### src/assert_macros.svh
// assertion macros shared by the rtl modules
// expects clk and arst_n in the scope of each use
`ifndef ASSERT_MACROS_SVH
`define ASSERT_MACROS_SVH

// property checked on every rising edge outside reset
`define ASSERT_CLK(label, prop, msg) \
	label: assert property (@(posedge clk) disable iff (!arst_n) prop) else $error(msg);

// condition that must never be seen outside reset
`define ASSERT_NEVER(label, expr, msg) \
	label: assert property (@(posedge clk) disable iff (!arst_n) !(expr)) else $error(msg);

`endif

### src/pms_pkg.sv
// shared types, codes and saturation helpers for the particle motion step unit
// no dependencies
package pms_pkg;

	localparam int AXES = 3;

	typedef logic signed [31:0] word_t;
	typedef logic [1:0] action_t;
	typedef logic [1:0] cfg_index_t;

	localparam action_t ACT_TICK    = 2'd0;
	localparam action_t ACT_SET_POS = 2'd1;
	localparam action_t ACT_SET_SPD = 2'd2;
	localparam action_t ACT_ADD_SPD = 2'd3;

	localparam cfg_index_t CFG_GRAV_X = 2'd0;
	localparam cfg_index_t CFG_GRAV_Y = 2'd1;
	localparam cfg_index_t CFG_GRAV_Z = 2'd2;

	localparam word_t GRAV_X_RESET = 32'sd0;
	localparam word_t GRAV_Y_RESET = 32'sd0;
	localparam word_t GRAV_Z_RESET = -32'sd642253;

	// 0.15 in q16.16
	localparam logic signed [32:0] FLOOR_MARGIN = 33'sd9830;

	typedef struct packed {
		logic ld1;
		logic ld2;
		logic ld3;
	} lane_ctl_t;

	typedef struct packed {
		word_t pos;
		word_t spd_t;
		word_t spd_p;
		logic  sat;
	} lane_res_t;

	function automatic logic sat_hit(input logic signed [35:0] x);
		return !((x[35:31] == 5'b00000) || (x[35:31] == 5'b11111));
	endfunction

	function automatic word_t sat_word(input logic signed [35:0] x);
		word_t r;
		if (sat_hit(x)) begin
			r = x[35] ? 32'sh8000_0000 : 32'sh7FFF_FFFF;
		end else begin
			r = x[31:0];
		end
		return r;
	endfunction

endpackage

### src/pms_merge.sv
// merge stage: floor handling, state registers and the output word
// depends on pms_pkg and assert_macros.svh
module pms_merge (
	input  logic               clk,
	input  logic               arst_n,
	input  logic               done,
	input  pms_pkg::action_t   action,
	input  pms_pkg::word_t     floor_height,
	input  pms_pkg::lane_res_t res [pms_pkg::AXES],
	output pms_pkg::word_t     pos [pms_pkg::AXES],
	output pms_pkg::word_t     spd_t [pms_pkg::AXES],
	output pms_pkg::word_t     spd_p [pms_pkg::AXES],
	output logic               take,
	output logic               out_valid,
	input  logic               out_stall,
	output pms_pkg::word_t     pos_x,
	output pms_pkg::word_t     pos_y,
	output pms_pkg::word_t     pos_z,
	output logic               on_floor,
	output logic               saturated
);
	import pms_pkg::*;

	word_t              pos_q [AXES];
	word_t              st_q [AXES];
	word_t              sp_q [AXES];
	logic               floor_q, sat_q, out_valid_q;
	logic               below;
	logic               near;
	logic signed [32:0] fl_lim;
	logic               any_sat;

	assign take    = done && (!out_valid_q || !out_stall);
	assign below   = (action == ACT_TICK) && (pos_q[2] < floor_height);
	assign fl_lim  = $signed({floor_height[31], floor_height}) + FLOOR_MARGIN;
	assign near    = $signed({res[2].pos[31], res[2].pos}) < fl_lim;
	assign any_sat = res[0].sat || res[1].sat || res[2].sat;

	always_ff @(posedge clk or negedge arst_n) begin
		if (!arst_n) begin
			for (int i = 0; i < AXES; i++) begin
				pos_q[i] <= '0;
				st_q[i]  <= '0;
				sp_q[i]  <= '0;
			end
			floor_q     <= 1'b0;
			sat_q       <= 1'b0;
			out_valid_q <= 1'b0;
		end else begin
			if (take) begin
				out_valid_q <= 1'b1;
			end else if (!out_stall) begin
				out_valid_q <= 1'b0;
			end
			if (take) begin
				if (below) begin
					pos_q[2] <= floor_height;
					for (int i = 0; i < AXES; i++) begin
						sp_q[i] <= '0;
					end
					floor_q <= 1'b1;
					sat_q   <= 1'b0;
				end else begin
					for (int i = 0; i < AXES; i++) begin
						pos_q[i] <= res[i].pos;
						st_q[i]  <= res[i].spd_t;
						sp_q[i]  <= res[i].spd_p;
					end
					if (action == ACT_TICK) begin
						floor_q <= near;
					end
					sat_q <= any_sat;
				end
			end
		end
	end

	always_comb begin
		for (int i = 0; i < AXES; i++) begin
			pos[i]   = pos_q[i];
			spd_t[i] = st_q[i];
			spd_p[i] = sp_q[i];
		end
	end

	assign out_valid = out_valid_q;
	assign pos_x     = pos_q[0];
	assign pos_y     = pos_q[1];
	assign pos_z     = pos_q[2];
	assign on_floor  = floor_q;
	assign saturated = sat_q;

	`include "assert_macros.svh"

	`ASSERT_CLK(a_setpos_nosat, take && (action == ACT_SET_POS) |=> !sat_q, "set position saturated")
	`ASSERT_CLK(a_floor_snap, take && below |=> floor_q && (pos_q[2] == $past(floor_height)), "floor snap lost")
	`ASSERT_CLK(a_setspd_keep, take && (action == ACT_SET_SPD) |=> pos_q[0] == $past(pos_q[0]), "set speed moved x")

endmodule

### config.mk
export PLATFORM = sky130hd
export DESIGN_NAME = pms_merge
export DESIGN_NICKNAME = d
export VERILOG_FILES = /design/src/pms_pkg.sv /design/src/pms_merge.sv
export VERILOG_INCLUDE_DIRS = /design/src /design/src/src
export SDC_FILE = /design/constraint.sdc
export NUM_CORES = 1
export LEC_CHECK = 0
export ABC_AREA = 0
export BUFFER_PORTS_ARGS = -buffer_cell sky130_fd_sc_hd__buf_2
export CAP_MARGIN = 20
export CORE_AREA = 2 2 278 280
export DETAILED_ROUTE_END_ITERATION = 8
export DIE_AREA = 0 0 280 282
export SLEW_MARGIN = 20
export SYNTH_ARGS = -nofsm -noshare
export SYNTH_HDL_FRONTEND = slang
export SYNTH_SLANG_ARGS = --single-unit
### constraint.sdc
create_clock -name clk -period 2.6 [get_ports clk]
set_input_delay 0.65 -clock clk [delete_from_list [all_inputs] [get_ports clk]]
set_output_delay 0.65 -clock clk [all_outputs]
set_load 0.005 [all_outputs]
# Word level (Yosys, flattened, before mapping)

Cells that the tools add are included.

Bits in registers: 291
Latch bits: 0
Memory bits (writable): 0
Bits in read-only memories: 0
Output and inout bits: 388
Logic and storage cells: 35
Memories kept: 0

Add/subtract/negate cells: 1
$mul: 0
Div/mod/pow operators: 0
Magnitude comparators: 2
Equality and inequality tests: 1
Shifts and indexed selects: 0
Mux-type cells: 7
Bitwise logic cells: 1
Reduce and logical (&&, ||, !) cells: 11

Operators by type and width:

| kind                                                             | number |
|---|---|
| 96-bit 2-to-1 mux                                                | 1 |
| 32-bit by 15-bit adder with 33-bit output, second input constant | 1 |
| 32-bit by 33-bit less-than comparator with 1-bit output          | 1 |
| 32-bit less-than comparator                                      | 1 |
| 32-bit 2-to-1 mux                                                | 1 |
| 1-bit 2-to-1 mux                                                 | 5 |
| 2-bit AND reduction                                              | 2 |
| 1-bit logical OR                                                 | 3 |
| 1-bit logical AND                                                | 2 |
| 1-bit zero test                                                  | 2 |
| 2-bit zero test                                                  | 1 |
| 2-bit inequality test, second input constant                     | 1 |
| 2-bit nonzero test                                               | 1 |
| 1-bit inverter                                                   | 1 |

# Depth between registers and ports, before layout

Depth after elaboration: 4
Depth in mapped cells: 18

# Worst setup path after synthesis

Ideal clock, no wire load.

Path kind: in2reg
Start point: input floor_height[1]
End point: register floor_q (netlist: on_floor)
Data arrival time: 3.867 ns
Required time: 2.464 ns
Path slack: -1.403 ns
Stages on the path: 17
Path buffers: 1
Cell sequence: inv_1 ha_1 and3b_1 o311a_1 o311a_1 o21ai_1 or3_1 clkbuf_1 nor3_1 xnor2_1 ha_1 nand4_1 or4_1 nor2_1 a211oi_1 a32oi_1 a31oi_1

Cells in the longest elaborated chain, start to end: 4
Elaborated cells between the ends (all ways): 8

RTL lines:

| what                                                                                         | line                             | RTL |
|---|---|---|
| start, declared                                                                              | pms_merge.sv:8                   | `input pms_pkg::word_t floor_height,` |
| 32-bit by 15-bit adder with 33-bit output or 32-bit less-than comparator (tied branches)     | pms_merge.sv:35, pms_merge.sv:34 |  |
| 32-bit by 33-bit less-than comparator with 1-bit output or 1-bit logical AND (tied branches) | pms_merge.sv:36, pms_merge.sv:34 |  |
| 1-bit 2-to-1 mux or 2-bit nonzero test (tied branches)                                       | --                               |  |
| 1-bit 2-to-1 mux or 2-bit AND reduction (tied branches)                                      | --                               |  |
| end signal, assigned                                                                         | pms_merge.sv:70                  | `floor_q <= near;` |
| end, declared                                                                                | pms_merge.sv:27                  | `logic floor_q, sat_q, out_valid_q;` |

Several ways; a longest one is shown, not always the timed one. The select of a mux whose other input is x is not followed.
A chain may end at the register's enable or synchronous reset.

# Worst setup path in the final report

Start point: input floor_height[2]
End point: register floor_q (netlist: on_floor)

Same word-level chain as after synthesis.

==> summary.txt <==
Critical path
  – CP Capture Type: flip-flop
  – Worst R2R End: spd_t[82]
  – Critical path fanouts, max: 3
  – Path type of the worst setup path: in -> reg
  – R2r worst-path depth: 13
  – Flop2flop setup slack: -0.40 ns
  – Reg-to-reg critical path startpoint: pos_z[2]
  – Worst path arrival time: 3.88 ns
  – Worst setup SP type: input port
  – Worst endpoint required time: 3.01 ns

Route
  – Routed wire length: 53300 um
  – DR vias: 11600
  – Drt pass-1 iters: 4
  – Drc violations: 0
  – Initial DRC count: 366
  – Drt via density: 4.02
  – WL/cell: 18.5 um
  – Post-route ant nets: 0

Pwr
  – Flop pwr share: 36.9%
  – Logic pwr share: 30.9%
  – Cell leakage power: between 10 and 15 nW
  – P_sw: roughly 0.0047 W
  – Worst vdd ir: 0.381 mV
  – Clock power share: 32.2%
  – Internal power: around 0.012 W
  – Pwr dens: 741 nW/um2
  – Sw Share: 29.0%
  – Total power: between 0.015 and 0.02 W

Placement
  – GPL Wtd Cong: 0.848
  – Hpwl dp: 39300 um
  – Port bufs: 716
  – Placed instance count: 2752

Timing
  – Rel. slew slack: 54.9%
  – Sum Neg Setup Slack: -80.65 ns
  – Period utilization: 133%
  – Setup WS post-layout: -0.866 ns
  – Clock skew: approximately 0.016 ns
  – Max Freq: 0.288 GHz
  – WHS: 0.107 ns
  – RSZ-0062 raised after global routing: true
  – Final setup vio count: 289
  – Pins over their slew limit: 0
  – Post-layout min period: 3.47 ns
  – Fin. Hold Viols: 0
  – Worst-margin pin slew: 0.677 ns

Global routing
  – Pin count of the biggest net entering global routing: 67
  – Most Crowded Layer GR: met2
  – Antenna violations before repair: 6
  – Global route overflow: 0
  – Total GRT Usage: 12.6%
  – Routing usage on met2: 22.4%
  – First-pass GRT wire length: 75300 um
  – Met1 Resource Use GR: roughly 15%
  – Met3 Track Usage GR: 3.02%
  – Vias in the first global route: 12000

Clock tree
  – H-tree levels: 2
  – Clk slew on worst S/H paths: 0.06 ns
  – Num CTS Buffers: 36
  – Clk buf depth: 3
  – Clock sink total: around 290
  – CTS tree: built
  – Clk root buf: clkbuf_16
  – CTS Hold Bufs: 0
  – Clock Latency Late Sink: 0.54 ns

Layout
  – Fin nets: 2268
  – Layout cells sized above 1: 62.9%
  – Final Non-Filler Cells: 2882
  – Multi-input gate area: approximately 5900 um2
  – FF/Latch Area: 7280 um2
  – Layout area overhead: 62.5%
  – Layout fillers: 7764

Die
  – Die Y: 282 um
  – Core box area: 75700 um2
  – I/O pin total: 717
  – DIE AREA: ~79000 um2
  – Row cnt: 101
  – Starting Density: 17.9%
  – Die span in x: between 200 and 300 um

Yosys
  – Sequential area share after synthesis: between 50% and 60%
  – Synth Register Bits: 291
  – Synthesized area per cell: 13.1 um2
  – Syn Std Cell Area: 13600 um2
  – Mapped Cells: 1038
  – Synth Net Count: 1431
  – Yosys warnings: 0
  – Synth cell types: 45

Outcome
  – Status: complete, but fails checks
  – Failing checks: negative setup slack

Flow run
  – Number of max-cap violations: 0

Min path
  – HP Class: in -> async
==> synth_stat cells, drive strengths merged <==
cell type | instances | area (um2)
a22oi | 1 | 7.51
a32oi | 1 | 8.76
nand2 | 15 | 56.3
a2111oi | 1 | 8.76
dfrtp | 291 | 7280
o21ai | 15 | 75.1
inv | 38 | 143
nand3 | 10 | 50.1
xnor2 | 27 | 236
nand2b | 5 | 31.3
clkbuf | 18 | 67.6
a221oi | 1 | 8.76
and3b | 1 | 8.76
a31oi | 4 | 25.0
o41ai | 1 | 16.3
a211o | 2 | 17.5
nor3 | 13 | 65.1
o211a | 1 | 10.0
nor4 | 2 | 12.5
a21boi | 1 | 7.51
ha | 64 | 801
o311a | 5 | 50.1
or2 | 1 | 6.26
nor2 | 14 | 52.6
and2 | 34 | 213
a22o | 97 | 850
a221o | 33 | 330
xor2 | 1 | 8.76
o21a | 2 | 15.0
o211ai | 2 | 15.0
nand4 | 11 | 68.8
a211oi | 5 | 37.5
buf | 129 | 973
mux2 | 160 | 1800
a21oi | 17 | 85.1
o2bb2ai | 1 | 8.76
o31ai | 1 | 7.51
or4 | 1 | 7.51
or3 | 7 | 43.8
a21o | 5 | 37.5
==> metrics by stage <==
step / utilization (%) / cell area (um2) / setup slack (ns)
6_report: 29.1 / 22000 / -0.866
5_1_grt: 29.1 / 22000 / -1.01
4_1_cts: 29.2 / 22100 / -0.846
3_5_place_dp: 25.3 / 19100 / -1.59
3_3_place_gp: 25.3 / 19100 / -1.58
2_1_floorplan: - / 14000 / -1.23
==> timing repair <==
| item | 4_1_cts | 5_1_grt |
|---|---|---|
| setup buffers | 54 | 15 |
| endpoints found under the setup margin | 290 | 290 |
| resized for setup | 177 | 53 |
| pin swaps | 44 | 19 |
| gates cloned | 18 | 2 |
| hold endpoints to repair | 0 | 0 |
==> registers in the layout, summed over array words and instances, names as in the netlist <==
register / count
saturated: 1
spd_t: 96
pos_y: 32
pos_z: 32
spd_p: 96
out_valid: 1
pos_x: 32
on_floor: 1
==> worst max-delay path by stage <==
stage | from | endpoint | slack, ns | cells past startpoint
3_5_place_dp | floor_height[2] | on_floor | -1.59 | 18
4_1_cts | floor_height[2] | on_floor | -0.85 | 18
3_3_place_gp | floor_height[2] | on_floor | -1.58 | 18
5_1_grt | floor_height[2] | on_floor | -1.01 | 18
2_1_floorplan | floor_height[2] | on_floor | -1.23 | 17
6_report | floor_height[2] | on_floor | -0.87 | 18
==> area by class of cell <==
| class | instances | area share [%] |
|---|---|---|
| diodes | 4 | 0.0454 |
| clock inverters | 8 | 0.472 |
| inverters | 38 | 0.727 |
| flip-flops and latches | 291 | 33.1 |
| multi-input cells | 562 | 26.6 |
| repair buffers | 946 | 28.3 |
| clock buffers | 55 | 5.20 |
| well taps | 978 | 5.56 |
==> power by group through the flow <==
| stage | combinational [W] | clock, W | sequential [W] |
|---|---|---|---|
| finish | 0.00505 | 0.00525 | 0.00602 |
| global route | 0.00547 | 0.00560 | 0.00612 |
| CTS | 0.00515 | 0.00543 | 0.00600 |
| detailed placement | 0.00438 | 0 | 0.00605 |
| global placement | 0.00434 | 0 | 0.00604 |
| floorplan | 0.00218 | 0 | 0.00609 |
==> critical path, stage by stage <==
cell and delay [ns]:
buf_4 0.14, inv_12 0.05, ha_4 0.12, and3b_2 0.21, o311a_1 0.32, o311a_1 0.35
o21ai_2 0.19, or3_4 0.16, buf_4 0.12, nor3_4 0.04, xnor2_1 0.12, ha_1 0.32
nand4_1 0.13, or4_4 0.50, nor2_1 0.10, a211oi_1 0.08, a32oi_1 0.19, a31oi_1 0.09
==> layout by cell type, fill, tap and decap left out, types with 5 or more instances in the layout <==
master,count
a221o_1,33
nand2b_1,5
buf_2,714
inv_1,32
clkbuf_16,40
buf_4,136
mux2_4,160
and2_1,34
nor2_1,13
buf_8,30
or3_1,6
dfrtp_1,291
nand4_1,11
a22o_1,97
xnor2_1,27
ha_1,59
buf_12,30
buf_16,10
buf_6,24
nor3_1,11
o21ai_0,14
nand2_1,14
a21oi_1,16
clkbuf_8,13
ha_4,5
a21o_1,5
nand3_1,8
==> layer usage <==
layer  part of all wire (%)  vias up
li1                       -     5363
met1                     40     5672
met2                     50      483
met3                    6.0       73
met4                    3.1        4
met5                  0.047        -
==> cells by family (layout without fill, tap and decap cells) <==
kind of cell             count (synthesis)  after routing  share of synthesized area, %
AND/OR/NAND/NOR                        114            114                          4.54
flip-flops                             291            291                          53.7
XOR/XNOR                                28             28                          1.81
AO/OA/AOI/OAI                          196            196                          12.0
other                                    0              4                             0
buffers and inverters                  185           1047                          8.73
multiplexers                           160            160                          13.3
adder cells (fa/ha/maj)                 64             64                          5.91
(Power assumes the default switching activity.)
